## config.mk

```make
export PLATFORM = sky130hd
export DESIGN_NAME = digitizer_event_word_parser_core
export DESIGN_NICKNAME = d
export VERILOG_FILES = /design/src/sv/evp_pkg.sv /design/src/sv/digitizer_event_word_parser_core.sv /design/src/sv/evp_front.sv /design/src/sv/evp_queue.sv /design/src/sv/evp_back.sv
export SDC_FILE = /design/constraint.sdc
export NUM_CORES = 1
export LEC_CHECK = 0
export BUFFER_PORTS_ARGS = -buffer_cell sky130_fd_sc_hd__buf_4
export CORE_UTILIZATION = 45
export CTS_CLUSTER_SIZE = 10
export DETAILED_ROUTE_END_ITERATION = 8
export GPL_ROUTABILITY_DRIVEN = 1
export HOLD_SLACK_MARGIN = 0.03
export PLACE_DENSITY = 0.69
export SLEW_MARGIN = 20
export SYNTH_ARGS = -nofsm -noshare
export SYNTH_HDL_FRONTEND = slang
export SYNTH_SLANG_ARGS = --single-unit
```

## constraint.sdc

```tcl
create_clock -name clk -period 16.94 [get_ports clk]
set_input_delay 1.694 -clock clk [delete_from_list [all_inputs] [get_ports clk]]
set_output_delay 1.694 -clock clk [all_outputs]
set_load 0.01 [all_outputs]
```

## src/sv/evp_pkg.sv

```systemverilog
package evp_pkg;

    // field widths
    localparam int WORD_W   = 16;
    localparam int LEN_W    = 13;
    localparam int KIND_W   = 3;
    localparam int SAMPLE_W = 17;
    localparam int TS_W     = 48;
    localparam int SLOT_W   = 4;

    // queue between the parser and the field unit
    localparam int QDEPTH  = 2;
    localparam int QPTR_W  = $clog2(QDEPTH);
    localparam int QCNT_W  = $clog2(QDEPTH + 1);

    localparam logic [WORD_W-1:0]            MARKER       = 16'hAAAA;
    localparam logic signed [SAMPLE_W-1:0]   TRACE_OFFSET = 17'sd512;

    // result kinds
    localparam logic [KIND_W-1:0] KIND_HEADER   = 3'd0;
    localparam logic [KIND_W-1:0] KIND_SAMPLE   = 3'd1;
    localparam logic [KIND_W-1:0] KIND_LAST     = 3'd2;
    localparam logic [KIND_W-1:0] KIND_NO_MARK  = 3'd3;
    localparam logic [KIND_W-1:0] KIND_LEN_ERR  = 3'd4;

    // word positions inside the event header (low four bits of the position)
    localparam logic [SLOT_W-1:0] SLOT_BOARD    = 4'd3;
    localparam logic [SLOT_W-1:0] SLOT_CHAN     = 4'd4;
    localparam logic [SLOT_W-1:0] SLOT_LED_MID  = 4'd5;
    localparam logic [SLOT_W-1:0] SLOT_LED_LO   = 4'd6;
    localparam logic [SLOT_W-1:0] SLOT_ENERGY   = 4'd7;
    localparam logic [SLOT_W-1:0] SLOT_LED_HI   = 4'd8;
    localparam logic [SLOT_W-1:0] SLOT_CFD_LO   = 4'd9;
    localparam logic [SLOT_W-1:0] SLOT_EN_FLAGS = 4'd10;
    localparam logic [SLOT_W-1:0] SLOT_CFD_HI   = 4'd11;
    localparam logic [SLOT_W-1:0] SLOT_CFD_MID  = 4'd12;
    localparam logic [SLOT_W-1:0] SLOT_P1_LO    = 4'd13;
    localparam logic [SLOT_W-1:0] SLOT_P1_HI    = 4'd14;
    localparam logic [SLOT_W-1:0] SLOT_P2_LO    = 4'd15;

    typedef enum logic [2:0] {
        OP_CAPTURE,
        OP_HEADER,
        OP_SAMPLE,
        OP_LAST,
        OP_NO_MARK,
        OP_LEN_ERR
    } op_t;

    typedef struct packed {
        op_t                op;
        logic [SLOT_W-1:0]  slot;
        logic [WORD_W-1:0]  word;
    } q_entry_t;

endpackage

```

## src/sv/digitizer_event_word_parser_core.sv

```systemverilog
// digitizer event word parser
// input channel: in_valid / in_stall with event_word, declared_words and
//   first_word; one request is one 16-bit event word, first_word restarts the
//   parser and latches declared_words as the event length
// output channel: out_valid / out_stall with kind and the header and sample
//   fields; a word gives at most one result (header after word sixteen, one
//   sample per trace word, or an error that drops the rest of the event)
// throughput: one word per cycle while in_stall is low; no word type
//   needs more than one pass through the field unit
// path: a result goes from the parser into the two-entry queue, then
//   from the field unit into the output register
// stall: while out_stall holds, the result waits in the output register and
//   field-capture words still drain; words that produce results back up in
//   the queue and in_stall rises once the queue's two entries are full
// reset: the parser waits for a first word, queue and output are empty
module digitizer_event_word_parser_core
    import evp_pkg::*;
(
    input  logic                        clk,
    input  logic                        rst_n,
    // word requests
    input  logic                        in_valid,
    output logic                        in_stall,
    input  logic [WORD_W-1:0]           event_word,
    input  logic [LEN_W-1:0]            declared_words,
    input  logic                        first_word,
    // result requests
    output logic                        out_valid,
    input  logic                        out_stall,
    output logic [KIND_W-1:0]           kind,
    output logic [4:0]                  board_num,
    output logic [3:0]                  channel,
    output logic [11:0]                 module_res,
    output logic [TS_W-1:0]             led_timestamp,
    output logic [23:0]                 energy,
    output logic                        energy_sign,
    output logic                        pileup,
    output logic [TS_W-1:0]             cfd_timestamp,
    output logic [31:0]                 cfd_point_one,
    output logic [31:0]                 cfd_point_two,
    output logic signed [SAMPLE_W-1:0]  sample
);

    // parser to queue
    logic      push;
    q_entry_t  push_entry;
    logic      q_full;

    // queue to field unit
    logic      q_valid;
    q_entry_t  q_head;
    logic      pop;

    // parser: tracks word position and event state, classifies each word
    evp_front u_front (
        .clk            (clk),
        .rst_n          (rst_n),
        .in_valid       (in_valid),
        .in_stall       (in_stall),
        .event_word     (event_word),
        .declared_words (declared_words),
        .first_word     (first_word),
        .q_full         (q_full),
        .push           (push),
        .push_entry     (push_entry)
    );

    // decouples the parser from output backpressure
    evp_queue u_queue (
        .clk        (clk),
        .rst_n      (rst_n),
        .push       (push),
        .push_entry (push_entry),
        .pop        (pop),
        .q_full     (q_full),
        .q_valid    (q_valid),
        .q_head     (q_head)
    );

    // field unit: captures header words, builds header, samples and errors
    evp_back u_back (
        .clk           (clk),
        .rst_n         (rst_n),
        .q_valid       (q_valid),
        .q_head        (q_head),
        .pop           (pop),
        .out_valid     (out_valid),
        .out_stall     (out_stall),
        .kind          (kind),
        .board_num     (board_num),
        .channel       (channel),
        .module_res    (module_res),
        .led_timestamp (led_timestamp),
        .energy        (energy),
        .energy_sign   (energy_sign),
        .pileup        (pileup),
        .cfd_timestamp (cfd_timestamp),
        .cfd_point_one (cfd_point_one),
        .cfd_point_two (cfd_point_two),
        .sample        (sample)
    );

endmodule

```

## src/sv/evp_front.sv

```systemverilog
module evp_front
    import evp_pkg::*;
(
    input  logic               clk,
    input  logic               rst_n,
    input  logic               in_valid,
    output logic               in_stall,
    input  logic [WORD_W-1:0]  event_word,
    input  logic [LEN_W-1:0]   declared_words,
    input  logic               first_word,
    input  logic               q_full,
    output logic               push,
    output q_entry_t           push_entry
);

    localparam logic [LEN_W:0] N_MARK_A = 14'd1;
    localparam logic [LEN_W:0] N_MARK_B = 14'd2;
    localparam logic [LEN_W:0] N_LEN    = 14'd3;
    localparam logic [LEN_W:0] N_HDR_HI = 14'd15;
    localparam logic [LEN_W:0] N_HEADER = 14'd16;

    logic [LEN_W-1:0] word_index_reg, word_index_next;
    logic             skipping_reg, skipping_next;
    logic [LEN_W-1:0] event_length_reg, event_length_next;

    logic             accept;
    logic [LEN_W-1:0] idx_eff;
    logic             skip_eff;
    logic [LEN_W:0]   n;
    logic [LEN_W-1:0] enc_len;

    assign in_stall = q_full;
    assign accept   = in_valid && !q_full;

    always_comb
    begin
        idx_eff           = first_word ? '0 : word_index_reg;
        skip_eff          = first_word ? 1'b0 : skipping_reg;
        event_length_next = first_word ? declared_words : event_length_reg;
        n                 = {1'b0, idx_eff} + 14'd1;
        enc_len           = {1'b0, event_word[10:0], 1'b0} + 13'd2;

        word_index_next   = idx_eff;
        skipping_next     = skip_eff;
        push              = 1'b0;
        push_entry.op     = OP_CAPTURE;
        push_entry.slot   = n[SLOT_W-1:0];
        push_entry.word   = event_word;

        if (!skip_eff)
        begin
            word_index_next = n[LEN_W-1:0];
            push            = 1'b1;
            case (n)
                N_MARK_A, N_MARK_B:
                begin
                    if (event_word != MARKER)
                    begin
                        push_entry.op = OP_NO_MARK;
                        skipping_next = 1'b1;
                    end
                    else
                    begin
                        push = 1'b0;
                    end
                end
                N_LEN:
                begin
                    if (enc_len != event_length_next)
                    begin
                        push_entry.op = OP_LEN_ERR;
                        skipping_next = 1'b1;
                    end
                    else if (enc_len < 13'd16)
                    begin
                        skipping_next = 1'b1;
                    end
                end
                N_HEADER:
                begin
                    push_entry.op = OP_HEADER;
                    if (event_length_next <= 13'd16)
                        skipping_next = 1'b1;
                end
                default:
                begin
                    if (n > N_HDR_HI)
                    begin
                        if (n >= {1'b0, event_length_next})
                        begin
                            push_entry.op = OP_LAST;
                            skipping_next = 1'b1;
                        end
                        else
                        begin
                            push_entry.op = OP_SAMPLE;
                        end
                    end
                end
            endcase
        end

        if (!accept)
        begin
            push = 1'b0;
        end
    end

    always_ff @(posedge clk or negedge rst_n)
    begin
        if (!rst_n)
        begin
            word_index_reg   <= '0;
            skipping_reg     <= 1'b1;
            event_length_reg <= '0;
        end
        else if (accept)
        begin
            word_index_reg   <= word_index_next;
            skipping_reg     <= skipping_next;
            event_length_reg <= event_length_next;
        end
    end

    a_first_word_starts: assert property (@(posedge clk) disable iff (!rst_n)
        accept && first_word |=> word_index_reg == 13'd1)
        else $error("first word did not restart the parser");

    a_skip_holds_index: assert property (@(posedge clk) disable iff (!rst_n)
        accept && skipping_reg && !first_word |=> $stable(word_index_reg) && skipping_reg)
        else $error("parser moved while skipping");

    a_no_push_full: assert property (@(posedge clk) disable iff (!rst_n)
        push |-> !q_full)
        else $error("request pushed into a full queue");

endmodule

```

## src/sv/evp_queue.sv

```systemverilog
module evp_queue
    import evp_pkg::*;
(
    input  logic      clk,
    input  logic      rst_n,
    input  logic      push,
    input  q_entry_t  push_entry,
    input  logic      pop,
    output logic      q_full,
    output logic      q_valid,
    output q_entry_t  q_head
);

    q_entry_t           entry_reg [QDEPTH];
    logic [QPTR_W-1:0]  wr_ptr_reg, wr_ptr_next;
    logic [QPTR_W-1:0]  rd_ptr_reg, rd_ptr_next;
    logic [QCNT_W-1:0]  count_reg, count_next;
    logic               do_pop;

    assign q_full  = (count_reg == QCNT_W'(QDEPTH));
    assign q_valid = (count_reg != '0);
    assign q_head  = entry_reg[rd_ptr_reg];
    assign do_pop  = pop && q_valid;

    always_comb
    begin
        wr_ptr_next = wr_ptr_reg;
        rd_ptr_next = rd_ptr_reg;
        count_next  = count_reg;
        if (push)
        begin
            wr_ptr_next = (wr_ptr_reg == QPTR_W'(QDEPTH - 1)) ? '0 : wr_ptr_reg + 1'b1;
        end
        if (do_pop)
        begin
            rd_ptr_next = (rd_ptr_reg == QPTR_W'(QDEPTH - 1)) ? '0 : rd_ptr_reg + 1'b1;
        end
        case ({push, do_pop})
            2'b10:   count_next = count_reg + 1'b1;
            2'b01:   count_next = count_reg - 1'b1;
            default: count_next = count_reg;
        endcase
    end

    always_ff @(posedge clk)
    begin
        if (push)
        begin
            entry_reg[wr_ptr_reg] <= push_entry;
        end
    end

    always_ff @(posedge clk or negedge rst_n)
    begin
        if (!rst_n)
        begin
            wr_ptr_reg <= '0;
            rd_ptr_reg <= '0;
            count_reg  <= '0;
        end
        else
        begin
            wr_ptr_reg <= wr_ptr_next;
            rd_ptr_reg <= rd_ptr_next;
            count_reg  <= count_next;
        end
    end

endmodule

```

## src/sv/evp_back.sv

```systemverilog
module evp_back
    import evp_pkg::*;
(
    input  logic                        clk,
    input  logic                        rst_n,
    input  logic                        q_valid,
    input  q_entry_t                    q_head,
    output logic                        pop,
    output logic                        out_valid,
    input  logic                        out_stall,
    output logic [KIND_W-1:0]           kind,
    output logic [4:0]                  board_num,
    output logic [3:0]                  channel,
    output logic [11:0]                 module_res,
    output logic [TS_W-1:0]             led_timestamp,
    output logic [23:0]                 energy,
    output logic                        energy_sign,
    output logic                        pileup,
    output logic [TS_W-1:0]             cfd_timestamp,
    output logic [31:0]                 cfd_point_one,
    output logic [31:0]                 cfd_point_two,
    output logic signed [SAMPLE_W-1:0]  sample
);

    // captured header fields
    logic [4:0]         board_reg;
    logic [3:0]         channel_reg;
    logic [11:0]        module_reg;
    logic [TS_W-1:0]    led_ts_reg;
    logic [25:0]        energy_reg;
    logic [TS_W-1:0]    cfd_ts_reg;
    logic [31:0]        cfd_one_reg;
    logic [15:0]        cfd_two_lo_reg;

    // output register
    logic                        out_valid_reg, out_valid_next;
    logic [KIND_W-1:0]           kind_reg;
    logic [4:0]                  board_num_reg;
    logic [3:0]                  channel_out_reg;
    logic [11:0]                 module_res_reg;
    logic [TS_W-1:0]             led_out_reg;
    logic [23:0]                 energy_out_reg;
    logic                        energy_sign_reg;
    logic                        pileup_reg;
    logic [TS_W-1:0]             cfd_out_reg;
    logic [31:0]                 cfd_one_out_reg;
    logic [31:0]                 cfd_two_out_reg;
    logic signed [SAMPLE_W-1:0]  sample_reg;

    logic                        out_free;
    logic                        emits;
    logic                        load;
    logic                        is_hdr;
    logic                        is_smp;
    logic [WORD_W-1:0]           w;
    logic signed [SAMPLE_W-1:0]  sample_calc;

    assign w           = q_head.word;
    assign out_free    = !out_valid_reg || !out_stall;
    assign emits       = (q_head.op != OP_CAPTURE);
    assign pop         = q_valid && (!emits || out_free);
    assign load        = q_valid && emits && out_free;
    assign is_hdr      = (q_head.op == OP_HEADER);
    assign is_smp      = (q_head.op == OP_SAMPLE) || (q_head.op == OP_LAST);
    assign sample_calc = TRACE_OFFSET - $signed({w[15], w});

    always_comb
    begin
        out_valid_next = out_valid_reg;
        if (load)
            out_valid_next = 1'b1;
        else if (out_valid_reg && !out_stall)
            out_valid_next = 1'b0;
    end

    // header field capture
    always_ff @(posedge clk)
    begin
        if (pop && !emits)
        begin
            case (q_head.slot)
                SLOT_BOARD:    board_reg <= w[15:11];
                SLOT_CHAN:
                begin
                    channel_reg <= w[3:0];
                    module_reg  <= w[15:4];
                end
                SLOT_LED_MID:  led_ts_reg[31:16] <= w;
                SLOT_LED_LO:   led_ts_reg[15:0]  <= w;
                SLOT_ENERGY:   energy_reg[15:0]  <= w;
                SLOT_LED_HI:   led_ts_reg[47:32] <= w;
                SLOT_CFD_LO:   cfd_ts_reg[15:0]  <= w;
                SLOT_EN_FLAGS: energy_reg[25:16] <= {w[15], w[8], w[7:0]};
                SLOT_CFD_HI:   cfd_ts_reg[47:32] <= w;
                SLOT_CFD_MID:  cfd_ts_reg[31:16] <= w;
                SLOT_P1_LO:    cfd_one_reg[15:0]  <= w;
                SLOT_P1_HI:    cfd_one_reg[31:16] <= w;
                SLOT_P2_LO:    cfd_two_lo_reg     <= w;
                default:       board_reg <= board_reg;
            endcase
        end
    end

    // result payload, header fields only in a header, sample only in samples
    always_ff @(posedge clk)
    begin
        if (load)
        begin
            board_num_reg   <= is_hdr ? board_reg : '0;
            channel_out_reg <= is_hdr ? channel_reg : '0;
            module_res_reg  <= is_hdr ? module_reg : '0;
            led_out_reg     <= is_hdr ? led_ts_reg : '0;
            energy_out_reg  <= is_hdr ? energy_reg[23:0] : '0;
            energy_sign_reg <= is_hdr && energy_reg[24];
            pileup_reg      <= is_hdr && energy_reg[25];
            cfd_out_reg     <= is_hdr ? cfd_ts_reg : '0;
            cfd_one_out_reg <= is_hdr ? cfd_one_reg : '0;
            cfd_two_out_reg <= is_hdr ? {w, cfd_two_lo_reg} : '0;
            sample_reg      <= is_smp ? sample_calc : '0;
            case (q_head.op)
                OP_HEADER:  kind_reg <= KIND_HEADER;
                OP_SAMPLE:  kind_reg <= KIND_SAMPLE;
                OP_LAST:    kind_reg <= KIND_LAST;
                OP_NO_MARK: kind_reg <= KIND_NO_MARK;
                OP_LEN_ERR: kind_reg <= KIND_LEN_ERR;
                default:    kind_reg <= KIND_LEN_ERR;
            endcase
        end
    end

    always_ff @(posedge clk or negedge rst_n)
    begin
        if (!rst_n)
            out_valid_reg <= 1'b0;
        else
            out_valid_reg <= out_valid_next;
    end

    assign out_valid     = out_valid_reg;
    assign kind          = kind_reg;
    assign board_num     = board_num_reg;
    assign channel       = channel_out_reg;
    assign module_res    = module_res_reg;
    assign led_timestamp = led_out_reg;
    assign energy        = energy_out_reg;
    assign energy_sign   = energy_sign_reg;
    assign pileup        = pileup_reg;
    assign cfd_timestamp = cfd_out_reg;
    assign cfd_point_one = cfd_one_out_reg;
    assign cfd_point_two = cfd_two_out_reg;
    assign sample        = sample_reg;

endmodule
```

==> flow_metrics.env <==
export IMPL_ys_async_sr_fraction_pct=6.45
export IMPL_dieHeight_um=207
export IMPL_wirelength_mm=42.2
export IMPL_drtIter0Drc=895
export IMPL_synth_fp_nets=1222
export IMPL_clk_pin_slew_worst_paths_ns=0.05
export IMPL_grt_first_pass_wirelength_mm=62.9
export IMPL_worst_slack_ns=12.85
export IMPL_largest_reg_flops=50
export IMPL_path_max_fanout=43
export IMPL_synth_edf_count=464
export IMPL_cp_required_ns=17.36
export IMPL_synthDistinctLibCells=67
export IMPL_mostFrequentLayoutCells="464 x edfxtp_1, 277 x buf_4, 195 x and3_1"
export IMPL_r2r_slack_ns=12.91
export IMPL_worst_pin_slew_ns=1.07
export IMPL_drc=0
export IMPL_dp_slack_ns=11.99
export IMPL_drive_above_1_share_pct=25.6
export IMPL_hold_end="u_front.event_length_reg[1]"
export IMPL_gp_congestion=0.846
export IMPL_yosysSeqAreaShare_pct=77.8
export IMPL_cts_tree="built"
export IMPL_power_leakage_nw=9.19
export IMPL_rr_worst_depth=7
export IMPL_final_nets=1498
export IMPL_via_count=10600
export IMPL_dp_hpwl_mm=27.0
export IMPL_port_buffers=262
export IMPL_end_kind="flip-flop"
export IMPL_avgSynthCellArea_um2=16.2
export IMPL_die_w_um=207
export IMPL_p_per_area_nw_per_um2=183
export IMPL_min_path_cells=2
export IMPL_ctsHoldBuffers=0
export IMPL_avgRoutedWirePerCell_um=21.1
export IMPL_timing_fmax_mhz=245
export IMPL_nFillCells=3204
export IMPL_min_path_type="flip-flop to flip-flop"
export IMPL_start_kind="primary input"
export IMPL_grt_max_degree=145
export IMPL_ant_nets=0
export IMPL_fin_setup_tns_ns=0
export IMPL_io_pins=263
export IMPL_timing_hold_ws_ns=0.488
export IMPL_cts_sinks=496
export IMPL_viasPerCell=5.29
export IMPL_synthFlopType="edfxtp_1"
export IMPL_syn_inst=1171
export IMPL_syn_to_final_growth_pct=21.9
export IMPL_htree_levels=2
export IMPL_setup_violations_final=0
export IMPL_clock_path_buffers=3
export IMPL_holdCritStartpoint="u_front.event_length_reg[1]"
export IMPL_core_region_area_um2=41200
export IMPL_relSlewSlack_pct=28.4
export IMPL_post_route_min_period_ns=4.09
export IMPL_hold_viol_final=0
export IMPL_insertion_delay_ns=0.60
export IMPL_status="complete, no violations"
export IMPL_overflow=0
export IMPL_die_area_um2=42900
export IMPL_initial_utilization_pct=46.0
export IMPL_final_common_cell="edfxtp_1"
export IMPL_reg2reg_from="u_queue.rd_ptr_reg"
export IMPL_first_pass_iters=5
export IMPL_grt_setup_unrepaired="no"
export IMPL_antenna_found_initial=0
export IMPL_post_route_period_util_pct=24.1
export IMPL_ys_ff_latch=496
export IMPL_rows=74
export IMPL_grt_usage_pct=19.6
export IMPL_cts_resized=0
export IMPL_timing_rr_end="u_back.cfd_point_one[9]"
export IMPL_diodes=0
export IMPL_cts_root_buf="clkbuf_16"
export IMPL_vdd_ir_drop_max_mv=0.0910
export IMPL_post_cts_buffers=0
export IMPL_finClkSkew_ns=0.0183
export IMPL_worstSetupPathType="primary input to flip-flop"
export IMPL_grt_pass1_vias=10200
export IMPL_cap_violations=0
export IMPL_syn_area_um2=18900
export IMPL_crit_arrival_ns=4.50
export IMPL_cts_buffers=56
export IMPL_slew_viol_final=0
export IMPL_ys_warn_count=0
==> worst max-delay path by stage <==
| stage | from | to | slack, ns | depth (start not counted) |
|---|---|---|---|---|
| finish | first_word | u_queue.entry_reg[0][20] | 12.85 | 12 |
| global route | first_word | u_queue.entry_reg[0][20] | 12.53 | 12 |
| CTS | first_word | u_queue.entry_reg[0][0] | 12.63 | 8 |
| detailed placement | first_word | u_queue.entry_reg[0][14] | 11.99 | 8 |
| global placement | first_word | u_queue.entry_reg[0][12] | 12.11 | 8 |
| floorplan | u_queue.rd_ptr_reg | u_back.board_num[0] | 3.66 | 7 |
==> logic make-up after synthesis <==
logic type      after synthesis  synth area share [%]
simple gates                406                  11.9
buf+inv                      88                  1.88
xor+xnor                     47                  2.17
compound gates               77                  2.87
mux                          40                  2.29
fa+ha+maj                    17                  1.12
flops                       496                  77.8
==> stage by stage <==
stage	power, mW	std cells	cell area, um^2	util [%]
6_report	4.23	2001	23100	56.0
5_1_grt	4.42	2001	23100	56.0
4_1_cts	4.27	2001	23100	56.0
3_5_place_dp	3.22	1921	21500	52.2
3_3_place_gp	3.19	1921	21500	52.2
2_1_floorplan	2.66	1171	18900	-
==> power by group <==
part           internal [mW]  switching, mW
Combinational          0.451          0.729
Clock                  0.615          0.437
Sequential              1.82          0.178
Total                   2.89           1.34
==> final cells by class <==
class	instances	area, um^2	area share (%)
repair buffers	279	2100	9.11
clock inverters	5	53.8	0.233
flip-flops and latches	496	14700	63.8
clock buffers	75	1510	6.56
multi-input cells	587	3910	16.9
inverters	27	101	0.439
well taps	532	666	2.88
==> cells in the mapped netlist (10+ instances only) <==
cell / instances / area (um^2)
a21oi_1: 10 / 50.1
and3_1: 195 / 1220
clkbuf_1: 55 / 206
dfrtp_1: 31 / 776
edfxtp_1: 464 / 13900
ha_1: 17 / 213
inv_1: 27 / 101
mux2i_1: 25 / 250
nand2_1: 54 / 203
nand2b_1: 12 / 75.1
nor2_1: 77 / 289
nor3_1: 23 / 115
o21ai_0: 18 / 90.1
xnor2_1: 35 / 307
xor2_1: 12 / 105
==> critical path, stage by stage <==
cell      delay, ns
buf_4          0.26
nand3b_1       0.33
nor4_4         0.41
nor2b_1        0.29
nand2_1        0.10
xnor2_1        0.16
ha_1           0.30
nand4_1        0.09
nor4_1         0.29
o41ai_1        0.13
a31o_2         0.23
a31oi_1        0.20
==> layer usage <==
metal / up-vias / routed length [um] / track usage [%]
met5: - / 0 / 0
met4: 0 / 1150 / 7.26
met3: 72 / 2680 / 3.62
met2: 397 / 20400 / 31.9
met1: 5161 / 17900 / 26.3
li1: 4963 / - / -
Note: power is estimated with default switching activity, not from simulation.
